File: config.mk
export PLATFORM = sky130hd
export DESIGN_NAME = tkk_sum
export DESIGN_NICKNAME = d
export VERILOG_FILES = /design/src/hdl/tkk_pkg.sv /design/src/hdl/tkk_sum.sv
export SDC_FILE = /design/constraint.sdc
export NUM_CORES = 1
export LEC_CHECK = 0
export BUFFER_PORTS_ARGS = -buffer_cell sky130_fd_sc_hd__buf_2
export CORE_UTILIZATION = 55
export DETAILED_ROUTE_END_ITERATION = 8
export PLACE_DENSITY_LB_ADDON = 0.25
export SLEW_MARGIN = 20
export SYNTH_ARGS = -nofsm -noshare
export SYNTH_HDL_FRONTEND = slang
export SYNTH_SLANG_ARGS = --single-unit
File: constraint.sdc
create_clock -name aclk -period 19.9 [get_ports aclk]
set_clock_uncertainty 0.1 [all_clocks]
set_input_delay 1.99 -clock aclk [delete_from_list [all_inputs] [get_ports aclk]]
set_output_delay 1.99 -clock aclk [all_outputs]
set_load 0.03 [all_outputs]
File: src/hdl/tkk_pkg.sv
// Shared widths, register codes and control types for the top-k score keeper.
package tkk_pkg;

    localparam int SP_W       = 12;
    localparam int LVL_W      = 3;
    localparam int RULE_W     = 4;
    localparam int LABEL_W    = 8;
    localparam int RANK_W     = 3;
    localparam int TOPK_W     = 4;
    localparam int LC_W       = 4;
    localparam int CC_W       = 9;
    localparam int CFG_IDX_W  = 2;
    localparam int CFG_DATA_W = 9;
    // superpixel * level_count + level always fits in 16 bits
    localparam int RAW_W      = 16;
    // headroom bits of the top-k sum over one score
    localparam int SUM_EXTRA  = 3;

    localparam logic [TOPK_W-1:0] TOP_K_RESET       = 4'd3;
    localparam logic [LC_W-1:0]   LEVEL_COUNT_RESET = 4'd1;
    localparam logic [CC_W-1:0]   CLASS_COUNT_RESET = 9'd2;

    // rule that starts a fresh pass and always overwrites the stored best
    localparam logic [RULE_W-1:0] FRESH_RULE = 4'd0;

    typedef enum logic [CFG_IDX_W-1:0] {
        REG_TOP_K       = 2'd0,
        REG_LEVEL_COUNT = 2'd1,
        REG_CLASS_COUNT = 2'd2
    } cfg_reg_t;

    typedef enum logic {
        MODE_SCORE = 1'b0,
        MODE_QUERY = 1'b1
    } mode_t;

    typedef enum logic {
        KIND_RANKED = 1'b0,
        KIND_QUERY  = 1'b1
    } kind_t;

    typedef struct packed {
        logic step;   // a class score is inserted this cycle
        logic clear;  // the group completes: reload the empty list
    } cell_ctl_t;

endpackage

File: src/hdl/tkk_sum.sv
// Two-stage registered adder tree with saturation for the top-k sum.
module tkk_sum
    import tkk_pkg::*;
#(
    parameter int SCORE_BITS = 16,
    parameter int MAX_K      = 8,
    parameter int KW         = 4,
    parameter int SUM_BITS   = 19
) (
    input  logic                         aclk,
    input  logic                         adv_first,
    input  logic                         adv_second,
    input  logic [KW-1:0]                n,
    input  logic signed [SCORE_BITS-1:0] scores [MAX_K],
    output logic signed [SUM_BITS-1:0]   sum_out
);

    localparam int Group = 4;
    localparam int NGRP  = (MAX_K + Group - 1) / Group;
    localparam int PW    = SCORE_BITS + SUM_EXTRA;
    localparam int ACC_W = SUM_BITS + KW;
    localparam logic signed [ACC_W-1:0] SMAX =
        {{(ACC_W - SUM_BITS + 1){1'b0}}, {(SUM_BITS - 1){1'b1}}};
    localparam logic signed [ACC_W-1:0] SMIN = ~SMAX;

    logic signed [PW-1:0]       part      [NGRP];
    logic signed [PW-1:0]       part_reg  [NGRP];
    logic signed [ACC_W-1:0]    total;
    logic signed [SUM_BITS-1:0] sat;
    logic signed [SUM_BITS-1:0] sum_reg;

    // first level: groups of four ranks, ranks at or past n are dropped
    always_comb begin
        for (int g = 0; g < NGRP; g++) begin
            part[g] = '0;
        end
        for (int j = 0; j < MAX_K; j++) begin
            if (KW'(j) < n) begin
                part[j / Group] = part[j / Group] + PW'(scores[j]);
            end
        end
    end

    always_comb begin
        total = '0;
        for (int g = 0; g < NGRP; g++) begin
            total = total + ACC_W'(part_reg[g]);
        end
        if (total > SMAX) begin
            sat = SUM_BITS'(SMAX);
        end else if (total < SMIN) begin
            sat = SUM_BITS'(SMIN);
        end else begin
            sat = SUM_BITS'(total);
        end
    end

    always_ff @(posedge aclk) begin
        if (adv_first) begin
            for (int g = 0; g < NGRP; g++) begin
                part_reg[g] <= part[g];
            end
        end
        if (adv_second) begin
            sum_reg <= sat;
        end
    end

    assign sum_out = sum_reg;

endmodule

Word level (Yosys, flattened, before mapping)
Memory sizes are Yosys's and may differ from the RTL's.
Index checks and enable logic that the tools add are counted.
Widths: inputs -> output; s select.
Word-level totals
  register bits after elaboration: 19
  bits in latches: 0
  bits in writable memories: 38
  bits in read-only memories: 0
  bits of input ports: 135
  logic and storage cells: 30
  memories: 1
Cells by class
  add/sub/neg operators: 7
  multiply operators: 0
  div/mod/pow operators: 0
  magnitude comparators: 10
  eq/ne operators: 0
  shift-type cells: 0
  mux-type cells: 11
  bitwise logic cells: 0
  reduce and logical (&&, ||, !) cells: 0
Memory list
  part_reg: depth 2, width 19, rd ports 2, clocked after memory_dff 0, write ports 2, line tkk_sum.sv:27  | logic signed [PW-1:0] part_reg [NGRP];
Operators by type and width (count)
  $mux 19: 9
  $add 19x16->19: 6
  $add 19x19->20: 1
  $gt 20x19->1 const B: 1
  $lt 20x19->1 const B: 1
  $lt 3x4->1 const A: 4
  $lt 1x4->1 const A: 2
  $lt 2x4->1 const A: 2
  $mux 1: 2

Logic depth before layout (Yosys ltp)
  word-level depth: 8
  depth in mapped cells: 34
  gate-level depth less buffers: 31

Worst setup path after synthesis
OpenSTA, ideal clock, no wires.
  kind: in2reg
  from: input port n[0]
  to: memory part_reg[0][37] (netlist bit) (data pin)
  library setup time: 269 ps
  arrival time: 8062 ps
  data required time: 19531 ps
  slack: 11469 ps
  cell stages on the path: 30
  path buffers: 3
  cells stage by stage: buf_2 > o21a_1 > or2_2 > clkbuf_1 > clkbuf_1 > nand2_1 > inv_1 > ha_1 > ha_1 > a221o_1 > a311oi_1 > o22ai_1 > a21oi_1 > o21bai_1 > a31oi_1 > xnor2_1 > mux2i_1 > inv_1 > ha_1 > nand2_1 > o41ai_1 > a2111oi_0 > o31ai_1 > xnor2_1 > o21ai_0 > ha_1 > or4b_2 > a311o_1 > o311ai_0 > xnor2_1
RTL lines
  from (decl): line tkk_sum.sv:13  | input logic [KW-1:0] n,
  to (decl): line tkk_sum.sv:27

==> metrics.md <==
| Metric | Value |
|---|---|
| Status | completed |
| Die Span Y | roughly 130 um |
| Post-route setup slack | roughly 11 ns |
| Yosys warning count | 0 |
| Die ar. | 16800 um2 |
| Layout cell share with drive strength beyond 1 | 17.5% |
| P&R area growth vs syn | 13.6% |
| Largest net degree at the start of global routing | 39 |
| # IOs | 154 |
| Maximum vdd drop | 0.0996 mV |
| Yosys top cell area share | approximately a fifth |
| Avg Cell Area, Syn | around 8.2 um2 |
| RSZ-0062 raised after global routing | no |
| Most used cell, CP | ha_1 |
| Clock root cell | clkbuf_16 |
| Cell with the most instances after synthesis | ha_1 |
| Post-Route Utilization | 64.1% |
| Chip width | 130 um |
| GRT overflow | 0 |
| PwrDens | 127 nW/um2 |
| Synth cell count leaders | ha_1 (120), a21oi_1 (99), nand2_1 (99), nor2_1 (99), o21ai_0 (72) |
| Final Max Slew Viols | 0 |
| Part of the Yosys area used for sequential elements | 19.1% |
| Crit-path slowest cell | o41ai_1 |
| Initial DRT Pass Iterations | 5 |
| Clk sinks | 57 |
| Slowest stage delay, CP | 0.63 ns |
| Post_cts resized | 0 |
| Max Fclk | 0.115 GHz |
| Max FFs per register | 38 |
| Relative slew slack | approximately 29% |
| Most used flip-flop cell after synthesis | edfxtp_1 |
| CP Capture Type | register |
| Fin. Hold Viols | 0 |
| Worst hold path class | reg2reg |
| Vias in the first global route | 7574 |
| Placeable Area | 15900 um2 |
| Pleak | 4.60 nW |
| Gpl congestion | 0.933 |
| Post-synth top area cell | edfxtp_1 |
| Worst slew pin tran | around 1.1 ns |
| Hpwl dp | around 19000 um |
| Hold Buf Count CTS | 0 |
| CTS Buf Count | 9 |
| CTS max path bufs | 2 |
| Setup TNS | 0 ns |
| Worst-Skew Late Latency | 0.32 ns |
| TritonCTS clock tree | done |
| Post-synth EDFFs | 57 |
| Final WL | 22100 um |
| Starting Density | 56.4% |
| Library cells used by synthesis | 75 |
| Syn nets | 1360 |
| Vias | ~8500 |
| Worst EP required | between 15 and 20 ns |
| Clock transition at the registers of the reported paths | 0.05 ns |
| Dpl ws | about 11 ns |
| Gr usage total | 26.6% |
| Max H-tree Level | 3 |
| Max-cap viol count | 0 |
| Crit share post-route | between 40 and 50% |
| First-pass GRT wire length | around 35000 um |
| 1st-iter DRT viols | 480 |
| Mapped Cells | 1099 |
| CP arrival | 8.66 ns |
| Post-Syn Area | around 9000 um2 |
| Post-CTS Setup Bufs | 0 |
| Post-synth ARST share | 0% |
| Critical path class | in2reg |
| #FFs+latches synth | 57 |
| Initial antenna violation count | 3 |
| Crit path max fanout | 34 |
| Min cycle time layout | 8.70 ns |
| Site Rows | 46 |
| Crit path launch type | input pin |
| Via/cell ratio | 5.82 |
| # DRC | 0 |
| # setup viols final | 0 |
| Post-route ant nets | 0 |
| PortBufs | 153 |
| Wire length per cell | 15.2 um |
| Top cells by area, synth | edfxtp_1 (19%), ha_1 (17%), xnor2_1 (6.5%), a21oi_1 (5.5%), nand2_1 (4.1%) |
| # nets final | approximately 1500 |
==> worst paths after layout <==
kind	from	to	slack, ns	depth (start not counted)
worst max-delay path	n[3]	part_reg[0][34]$_DFFE_PP_	11.20	30
worst min-delay path	part_reg[0][0]$_DFFE_PP_	sum_out[0]$_SDFFCE_PN1P_	0.63	3
worst max register to register	part_reg[0][19]$_DFFE_PP_	sum_out[15]$_SDFFCE_PN1P_	16.07	11
worst min register to register	part_reg[0][0]$_DFFE_PP_	sum_out[0]$_SDFFCE_PN1P_	0.63	3
==> metrics by stage <==
stage / hold WS, ns / instances / power [mW] / area (um2)
3_5_place_dp: 0.626 / 1439 / 1.14 / 9900
2_1_floorplan: 0.532 / 1099 / 0.957 / 8960
4_1_cts: 0.650 / 1453 / 1.29 / 10200
3_3_place_gp: 0.627 / 1439 / 1.13 / 9900
5_1_grt: 0.688 / 1454 / 1.41 / 10200
6_report: 0.635 / 1454 / 1.29 / 10200
==> power breakdown <==
group | switching, mW | leakage [nW] | internal (mW)
logic | 0.519 | 3.91 | 0.387
clock network | 0.0457 | 0.138 | 0.0937
registers | 0.0176 | 0.554 | 0.230
total | 0.582 | 4.60 | 0.711
==> area by class of cell <==
class / count / area, um2
Sequential cell: 57 / 1710
Tap cell: 216 / 270
Timing Repair Buffer: 156 / 788
Clock inverter: 5 / 48.8
Fill cell: 1416 / 5710
Multi-Input combinational cell: 973 / 6990
Inverter: 37 / 139
Clock buffer: 9 / 225
Antenna cell: 1 / 2.50
==> cells by family (layout without fill, tap and decap cells) <==
family / Yosys count / count (layout) / synth area share (%)
AO/OA/AOI/OAI: 348 / 348 / 25.3
adder cells (fa/ha/maj): 135 / 135 / 19.2
AND/OR/NAND/NOR: 347 / 347 / 18.4
XOR/XNOR: 105 / 105 / 10.4
multiplexers: 38 / 38 / 4.61
flip-flops: 57 / 57 / 19.1
buffers and inverters: 69 / 207 / 3.00
other: 0 / 1 / 0
==> worst max-delay path, delay by kind of cell <==
family                     cells  cell delay [ns]
xor gates and xnor gates       3             0.44
AOI/OAI and AO/OA             11             3.11
buffers and inverters          3             0.43
adders and majority gates      4             1.12
and+or+nand+nor                8             1.33
muxes                          1             0.23
==> metal layers <==
| layer | global-route usage, % | routed length, um |
|---|---|---|
| met5 | 0 | 13 |
| met4 | 8.96 | 558 |
| met3 | 2.11 | 1080 |
| met2 | 43.0 | 9720 |
| met1 | 37.4 | 10800 |
==> layout by cell type (no fill, tap or decap), drive strengths merged, types with 11 or more instances in the layout <==
cell type / netlist / routed
a21o: 36 / 36
xnor2: 67 / 67
o21bai: 13 / 13
o31ai: 15 / 15
nand2: 99 / 99
mux2i: 12 / 12
nor3: 24 / 24
xor2: 37 / 37
nand2b: 12 / 12
o21ai: 76 / 76
o21a: 17 / 17
edfxtp: 57 / 57
a21oi: 99 / 99
ha: 120 / 120
a31oi: 17 / 17
nor2: 99 / 99
and2: 33 / 33
nand3: 23 / 23
or3: 11 / 11
buf: 8 / 156
mux2: 26 / 26
inv: 36 / 36
Note: power is estimated with default switching activity, not from simulation.
