**config.mk**
```make
export PLATFORM = sky130hd
export DESIGN_NAME = tkk_cell
export DESIGN_NICKNAME = d
export VERILOG_FILES = /design/src/hdl/tkk_pkg.sv /design/src/hdl/tkk_cell.sv
export SDC_FILE = /design/constraint.sdc
export NUM_CORES = 1
export LEC_CHECK = 0
export ABC_AREA = 1
export BUFFER_PORTS_ARGS = -buffer_cell sky130_fd_sc_hd__buf_2
export CAP_MARGIN = 0
export CORE_AREA = 4 4 77 79
export CTS_CLUSTER_DIAMETER = 60
export DETAILED_ROUTE_END_ITERATION = 8
export DIE_AREA = 0 0 81 83
export GPL_TIMING_DRIVEN = 0
export PLACE_DENSITY = 0.79
export SETUP_SLACK_MARGIN = 0.4
export SYNTH_ARGS = -nofsm -noshare
export SYNTH_HDL_FRONTEND = slang
export SYNTH_SLANG_ARGS = --single-unit
export TNS_END_PERCENT = 10
```
**constraint.sdc**
```tcl
create_clock -name aclk -period 4.85 [get_ports aclk]
set_clock_uncertainty 0.05 [all_clocks]
set_input_delay 1.455 -clock aclk [delete_from_list [all_inputs] [get_ports aclk]]
set_output_delay 1.455 -clock aclk [all_outputs]
set_load 0.01 [all_outputs]
```
**src/hdl/tkk_pkg.sv**
```systemverilog
// Shared widths, register codes and control types for the top-k score keeper.
package tkk_pkg;

    localparam int SP_W       = 12;
    localparam int LVL_W      = 3;
    localparam int RULE_W     = 4;
    localparam int LABEL_W    = 8;
    localparam int RANK_W     = 3;
    localparam int TOPK_W     = 4;
    localparam int LC_W       = 4;
    localparam int CC_W       = 9;
    localparam int CFG_IDX_W  = 2;
    localparam int CFG_DATA_W = 9;
    // superpixel * level_count + level always fits in 16 bits
    localparam int RAW_W      = 16;
    // headroom bits of the top-k sum over one score
    localparam int SUM_EXTRA  = 3;

    localparam logic [TOPK_W-1:0] TOP_K_RESET       = 4'd3;
    localparam logic [LC_W-1:0]   LEVEL_COUNT_RESET = 4'd1;
    localparam logic [CC_W-1:0]   CLASS_COUNT_RESET = 9'd2;

    // rule that starts a fresh pass and always overwrites the stored best
    localparam logic [RULE_W-1:0] FRESH_RULE = 4'd0;

    typedef enum logic [CFG_IDX_W-1:0] {
        REG_TOP_K       = 2'd0,
        REG_LEVEL_COUNT = 2'd1,
        REG_CLASS_COUNT = 2'd2
    } cfg_reg_t;

    typedef enum logic {
        MODE_SCORE = 1'b0,
        MODE_QUERY = 1'b1
    } mode_t;

    typedef enum logic {
        KIND_RANKED = 1'b0,
        KIND_QUERY  = 1'b1
    } kind_t;

    typedef struct packed {
        logic step;   // a class score is inserted this cycle
        logic clear;  // the group completes: reload the empty list
    } cell_ctl_t;

endpackage

```
**src/hdl/tkk_cell.sv**
```systemverilog
// One rank slot of the sorted top-k chain.
module tkk_cell
    import tkk_pkg::*;
#(
    parameter int SCORE_BITS = 16,
    parameter int KW         = 4,
    parameter int IDX        = 0
) (
    input  logic                         aclk,
    input  logic                         aresetn,
    input  cell_ctl_t                    ctl,
    input  logic [KW-1:0]                k_eff,
    input  logic [KW-1:0]                filled,
    input  logic signed [SCORE_BITS-1:0] new_score,
    input  logic [LABEL_W-1:0]           new_label,
    input  logic                         left_ge,
    input  logic signed [SCORE_BITS-1:0] left_score,
    input  logic [LABEL_W-1:0]           left_label,
    output logic                         ge_out,
    output logic signed [SCORE_BITS-1:0] score_out,
    output logic [LABEL_W-1:0]           label_out,
    output logic signed [SCORE_BITS-1:0] upd_score,
    output logic [LABEL_W-1:0]           upd_label
);

    localparam logic signed [SCORE_BITS-1:0] SCORE_MIN = {1'b1, {(SCORE_BITS-1){1'b0}}};
    localparam logic [KW-1:0] MY_IDX = KW'(IDX);

    logic signed [SCORE_BITS-1:0] score_reg;
    logic [LABEL_W-1:0]           label_reg;

    // slot keeps its place when it is filled and not below the new score (ties stay)
    assign ge_out    = (MY_IDX < filled) && (score_reg >= new_score);
    assign score_out = score_reg;
    assign label_out = label_reg;

    always_comb begin
        upd_score = score_reg;
        upd_label = label_reg;
        if (ctl.step && (MY_IDX < k_eff) && !ge_out) begin
            if (left_ge) begin
                upd_score = new_score;
                upd_label = new_label;
            end else if (MY_IDX <= filled) begin
                upd_score = left_score;
                upd_label = left_label;
            end
        end
    end

    always_ff @(posedge aclk) begin
        if (!aresetn) begin
            score_reg <= SCORE_MIN;
            label_reg <= '0;
        end else if (ctl.step) begin
            score_reg <= ctl.clear ? SCORE_MIN : upd_score;
            label_reg <= ctl.clear ? '0 : upd_label;
        end
    end

endmodule

```
# == After elaboration in Yosys (flattened, before gate mapping) ==
# Index checks and enable logic that the tools add are counted.
# word_totals
word_cells,18
out_inout_bits,49
input_bits,61
register_bits,24
# op_classes
n_reduce_logical,4
mux,8
order_cmp,4
# op_table
operator,n
$mux W16,4
$mux W8,4
$ge A16 B16 Y1,1
$lt A1 B4 Y1 const A,2
$le A1 B4 Y1 const A,1
$logic_and A1 B1 Y1,3
$logic_not A1 Y1,1

# == Logic depth before layout (Yosys ltp) ==
# Gate-level depths: netlist (run 1).
# depth
word_depth,6
mapped_depth,19

# == Worst setup path after synthesis (run 1) ==
# OpenSTA, ideal clock, no wires.
# synth_path
path_kind,input-to-output
from,input new_score[15]
to,output upd_label[0]
t_required_ps,3345
t_arrival_ps,2956
path_stages,12
path_slack_ps,389
path_cell_list,inv_1 ha_1 a21oi_1 o21ai_1 a21oi_2 nand2_1 nand2_1 nand3_2 nand2_4 buf_2 nand3_1 and2_1
# synth_via
elab_chain_len,5
# synth_lines
element,line_no,text
start: declaration,tkk_cell.sv:14,"input logic signed [SCORE_BITS-1:0] new_score,"
$ge A16 B16 Y1,tkk_cell.sv:33,assign ge_out = (MY_IDX < filled) && (score_reg >= new_score);
$logic_and A1 B1 Y1,tkk_cell.sv:33,
$logic_not A1 Y1,tkk_cell.sv:40,if (ctl.step && (MY_IDX < k_eff) && !ge_out) begin
$logic_and A1 B1 Y1,tkk_cell.sv:40,
$mux W8,tkk_cell.sv:40,
end: declaration,tkk_cell.sv:23,output logic [LABEL_W-1:0] upd_label
# No other way between the ends.

# == Final worst setup path (run 1) ==
# layout_path
from,input new_score[4]
to,output upd_score[13]
# layout_via
elab_chain_len,5
# layout_lines
element,line_no,text
$ge A16 B16 Y1,tkk_cell.sv:33,
$logic_and A1 B1 Y1,tkk_cell.sv:33,
$logic_not A1 Y1,tkk_cell.sv:40,
$logic_and A1 B1 Y1,tkk_cell.sv:40,
$mux W16,tkk_cell.sv:40,
end: declaration,tkk_cell.sv:22,"output logic signed [SCORE_BITS-1:0] upd_score,"
# No other way between the ends.

==> results of run 1 <==
## metal layers
layer,routed length [um],global-route usage [%],vias to the layer above
li1,-,-,1310
met3,462,2.71,19
met5,0,0,-
met1,3220,24.9,1322
met4,221,8.29,0
met2,4420,37.8,118
## worst max-delay path by stage
stage	cells past startpoint	slack, ns	to
finish	17	0.02	upd_score[13]
global route	17	-0.09	upd_label[1]
CTS	16	0.11	upd_score[5]
detailed placement	14	-0.05	upd_score[5]
global placement	14	-0.03	upd_score[5]
floorplan	12	0.39	upd_label[0]
## power by group through the flow
stage	combinational [mW]	sequential, mW	clock [mW]
2_1_floorplan	0.188	0.221	0
5_1_grt	0.407	0.217	0.200
6_report	0.379	0.216	0.191
3_3_place_gp	0.279	0.217	0
3_5_place_dp	0.285	0.218	0
4_1_cts	0.295	0.214	0.188
## worst max-delay path, cell delays in order
cell	delay (ns)
buf_2	0.08
inv_1	0.06
ha_2	0.31
nand2_1	0.05
nor2_2	0.11
nand2_1	0.08
nand2_2	0.08
nand2_2	0.07
nand2_1	0.08
nand2_1	0.07
nand3_2	0.11
nand2_8	0.11
nand2_8	0.14
buf_12	0.15
nand2_4	0.05
and2_1	0.15
buf_2	0.14
## per-stage QoR
step,hold WS [ns],util [%]
finish,0.443,67.6
global route,0.471,67.6
CTS,0.443,59.6
detailed placement,0.421,57.5
global placement,0.415,57.5
floorplan,0.452,-
## flip-flops by register name, indices dropped and copies added, names as in the netlist
name and flops:
label_out 8, score_out 16
## layout by cell type, fill, tap and decap left out, types with 12 or more instances in the layout
cell type  netlist  final
nand2_1         62     55
nand3_1         29     28
nand3_2         22     23
o21ai_0         14     14
a21oi_2         21     25
nand2_4         22     20
buf_6            0     12
buf_2            5     99
dfxtp_1         24     24
inv_1           43     33
and2_1          23     15
## what timing repair did
action,CTS,global route
gates resized for setup,6,63
gates cloned,0,4
pin swaps,1,30
endpoints found under the setup margin,25,25
hold buffers,0,0
setup buffers,1,4
## final cells by class
class	count	area, um^2	area share [%]
Buffer	16	119	3.30
Clock buffer	3	41.3	1.15
Multi-Input combinational cell	245	1910	52.9
Sequential cell	24	480	13.3
Timing Repair Buffer	117	753	20.9
Inverter	47	184	5.10
Clock inverter	1	30.0	0.833
Tap cell	72	90.1	2.50
## cells by family (layout without fill, tap and decap cells)
kind of cell,after synthesis,after routing
and+or+nand+nor,173,173
adders and majority gates,16,16
muxes,9,9
DFF,24,24
buffers and inverters,63,184
AOI/OAI and AO/OA,47,47
==> results.cfg, run 1 <==
[drt]
wl_per_cell_um = 15.9
drtIter0Drc = 162
ant_nets = 0
first_pass_iters = 4
viasPerCell = 5.27
wl_um = 8320
drc = 0
vias = 2769

[power_and_ir_drop]
comb_power_share_pct = 48.2
peakVddDrop_v = 0.000158
switching_share_pct = 36.6
clkPwrFrac_pct = 24.4
p_seq_share_pct = 27.4
p_sw_mw = 0.288
p_per_area_nw_per_um2 = 218
p_leak_nw = 1.67
power.total_mw = 0.786
p_int_mw = 0.498

[setup_path]
arrival_ns = 3.32
required_ns = 3.35
rrSetupSlack_ns = 2.54
cp-end-kind = output pin
start_kind = primary input
r2r_cells = 16
r2r-start = score_out[5]$_SDFFE_PN0P_
worstPathMaxFanout = 8
cp-startpoint = new_score[4]
r2r-end = score_out[11]$_SDFFE_PN0P_
path_class = in -> out

[logic_synthesis]
ys_seq_area_share_pct = 19.7
yosysUniqueCellTypes = 25
synth_compound_area_share_pct = 13.0
synth_edf_count = 0
synthSimpleGateAreaFrac_pct = 44.2
synth_seq_cells = 24
yosysMostFrequentCell = nand2_1
synth-xor-area-share_pct = 0
synthAdderAreaFrac_pct = 8.20
synth_nets = 409
synth_area_um2 = 2440
synth_mux_area_share_pct = 3.69
netlist_top_cells_area = dfxtp_1 20%, nand2_4 10%, nand2_1 9.5%, nand3_2 9.0%, ha_1 8.2%
ys_warn_count = 0
synth_flop_cell = dfxtp_1
yosys-top-cells-count = 62 x nand2_1, 43 x inv_1, 29 x nand3_1, 24 x dfxtp_1, 23 x and2_1
async_flop_share_pct = 0
yosys.area.top_type = dfxtp_1
synth_top_family_by_area = simple AND/OR/NAND/NOR gates
synth_cells = 332
avgSynthCellArea_um2 = 7.35
yosysTopAreaCellShare_pct = 19.7

[layout]
final_area_um2 = 3610
num_antenna_cells = 0
synthToLayoutAreaGrowth_pct = 47.7
nNetsFinal = 531
drive_gt1_share_pct = 54.3
fillCellCount = 445
instances_no_fill = 525

[global_routing]
grt_first_pass_wirelength_um = 11600
antenna_found_initial = 0
first_global_vias = 2590
grt_overflow = 0
grt_start_max_net_pins = 15
groute.usage.overall_pct = 21.2

[place]
placed_area_um2 = 3070
hpwlAfterDp_um = 5520
portBuffers = 108
gp_congestion = 0.815
place_inst = 512
dp_slack_ns = -0.0524

[clocking]
cts_buffers = 3
clk_pin_slew_ns = 0.10
cts_tree = yes
clockBufferDepth = 2
clock-root-buffer = clkbuf_8
worstSkewPairLatency_ns = 0.28
htree_levels = 1
clock-sinks = 24

[timing]
tightest_slew_ns = 0.789
slew_headroom_pct = 47.4
finalSetupViolCount = 0
min_period_over_period_pct = 99.6
tns_ns = 0
hold_violations = 0
timing.final.ws_setup_ns = 0.0207
finalCriticalPeriod_ns = 4.83
rsz0062_at_grt = true
slew_violations = 0
fmax_mhz = 207

[worst_hold_path]
hp-start = label_out[1]$_SDFFE_PN0P_
min_to = label_out[1]$_SDFFE_PN0P_
hp-class = reg -> reg
whs_path_depth = 2

[floorplan]
io_pins = 110
die_h_um = 83
num_rows = 27
start_util_pct = 45.7
design.die.area_um2 = 6720
core-area_um2 = 5340
die_w_um = 81

[outcome]
status = complete, no violations

[job]
cap_violations = 0
Note: power is estimated with default switching activity, not from simulation.
==> inputs of run 2 (changes only) <==
Settings changed: CORE_AREA 4 4 77 79 to 4 4 86 88, CTS_CLUSTER_SIZE set to 28, DIE_AREA 0 0 81 83 to 0 0 90 92, PLACE_DENSITY 0.79 to 0.65.
==> results.cfg, run 2 (synthesized netlist as in run 1, its figures left out) <==
[outcome]
status = complete, no violations

[worst_hold_path]
whs_path_depth = 2
hp-class = reg -> reg
min_to = score_out[0]$_SDFFE_PN0P_
hp-start = score_out[0]$_SDFFE_PN0P_

[power_and_ir_drop]
p_leak_nw = 1.74
peakVddDrop_v = 0.000114
p_per_area_nw_per_um2 = 208

[place]
dp_slack_ns = -0.0819
gp_congestion = 0.802
placed_area_um2 = 3080
hpwlAfterDp_um = 5650
portBuffers = 108

[clocking]
clock-root-buffer = clkbuf_8
worstSkewPairLatency_ns = 0.28
clockBufferDepth = 2
clock-sinks = 24
cts_tree = yes
ctsHoldBuffers = 0
clk_pin_slew_ns = 0.10
cts_buffers = 3
htree_levels = 1

[setup_path]
r2r-start = score_out[7]$_SDFFE_PN0P_
required_ns = 3.35
cp-end-kind = output pin
worstPathMaxFanout = 7
cp-startpoint = new_score[4]
r2r_cells = 16
rrSetupSlack_ns = 2.59
path_class = in -> out
r2r-end = score_out[14]$_SDFFE_PN0P_
start_kind = primary input
arrival_ns = 3.28

[drt]
ant_nets = 0
wl_um = 8150
first_pass_iters = 4
drc = 0
wl_per_cell_um = 15.2
vias = 2701
drtIter0Drc = 94
viasPerCell = 5.02

[layout]
fillCellCount = 604
nNetsFinal = 536
layout_commonest_cell = buf_2
drive_gt1_share_pct = 58.1
num_antenna_cells = 0
final_cell_mix = 86 x buf_2, 51 x nand2_1, 33 x inv_1
final_area_um2 = 3770
largest_register_ffs = 16
synthToLayoutAreaGrowth_pct = 54.6

[job]
cap_violations = 0

[timing]
timing.final.ws_setup_ns = 0.0693
rsz0062_at_grt = true
tightest_slew_ns = 0.775
slew_violations = 0
finalCriticalPeriod_ns = 4.78
fmax_mhz = 209
min_period_over_period_pct = 98.6
finalSetupViolCount = 0
hold_violations = 0
slew_headroom_pct = 48.4

[floorplan]
die_w_um = 90
io_pins = 110
start_util_pct = 36.7
die_h_um = 92
num_rows = 30
design.die.area_um2 = 8280
core-area_um2 = 6640

[global_routing]
grt_overflow = 0
grt_first_pass_wirelength_um = 12500
first_global_vias = 2633
antenna_found_initial = 0
groute.usage.overall_pct = 18.2
grt_start_max_net_pins = 14
==> run 2: cell types whose count changed in the layout (fill, tap and decap cells not counted), moves of 4 or more <==
| cell | before | now |
|---|---|---|
| and2_4 | 8 | 20 |
| buf_6 | 12 | 26 |
| and2_1 | 15 | 3 |
| buf_2 | 99 | 86 |
| clkbuf_16 | 4 | 0 |
| buf_4 | 5 | 9 |
| nand2_1 | 55 | 51 |
==> run 2: what timing repair did <==
action / 4_1_cts / 5_1_grt
setup buffers: 7 / 3
endpoints found under the hold margin: 0 / 0
pin swaps: 26 / 24
resized for setup: 68 / 39
gates cloned: 4 / 0
endpoints found under the setup margin: 25 / 25
==> run 2: layer usage <==
metal / share of wire (%) / vias up / GRT usage, %
li1: - / 1325 / -
met1: 40 / 1294 / 21.7
met2: 55 / 73 / 33.7
met3: 4.3 / 9 / 2.71
met4: 0.96 / 0 / 5.36
met5: 0 / - / 0
==> run 2: power breakdown <==
part | leakage [nW] | total, mW | switching [mW] | internal (mW)
sequential | 0.195 | 0.215 | 0.00978 | 0.205
clock | 0.0288 | 0.147 | 0.0738 | 0.0727
combinational | 1.52 | 0.423 | 0.203 | 0.221
total | 1.74 | 0.785 | 0.286 | 0.499
==> run 2: final cells by class <==
cell class / count / area (um^2) / share of cell area (%)
Multi-Input combinational cell: 245 / 1950 / 51.5
Timing Repair Buffer: 122 / 887 / 23.5
Sequential cell: 24 / 480 / 12.7
Inverter: 47 / 191 / 5.07
Buffer: 16 / 115 / 3.05
Tap cell: 80 / 100 / 2.65
Clock buffer: 4 / 55.1 / 1.46
==> run 2: per-stage QoR <==
| stage | TNS, ns | instances | utilization [%] | hold WS, ns | total power, mW |
|---|---|---|---|---|---|
| after global routing | -0.0664 | 538 | 56.8 | 0.469 | 0.827 |
| after detailed placement | -1.01 | 520 | 46.4 | 0.428 | 0.504 |
| after CTS | 0 | 535 | 54.2 | 0.442 | 0.755 |
| after floorplan | 0 | 332 | - | 0.452 | 0.408 |
| final | 0 | 538 | 56.8 | 0.442 | 0.785 |
| after global placement | -0.868 | 520 | 46.4 | 0.422 | 0.501 |
==> run 2: critical path, stage by stage <==
cell,delay (ns)
buf_2,0.07
inv_1,0.04
ha_1,0.29
nand2_2,0.08
nor2_4,0.14
nand2_2,0.07
nand2_2,0.07
nand2_2,0.05
nand2_1,0.06
nand2_1,0.05
nand3_2,0.07
nand2_4,0.06
buf_12,0.14
nand2_8,0.11
buf_12,0.15
nand2_4,0.05
and2_1,0.15
buf_2,0.14
==> run 2: worst max-delay path by stage <==
stage,endpoint,slack (ns),cells after the start
after floorplan,upd_label[0],0.39,12
after global placement,upd_score[3],-0.07,14
after detailed placement,upd_score[9],-0.08,14
after CTS,upd_score[14],0.13,18
after global routing,upd_score[0],-0.02,18
final,upd_score[14],0.07,18
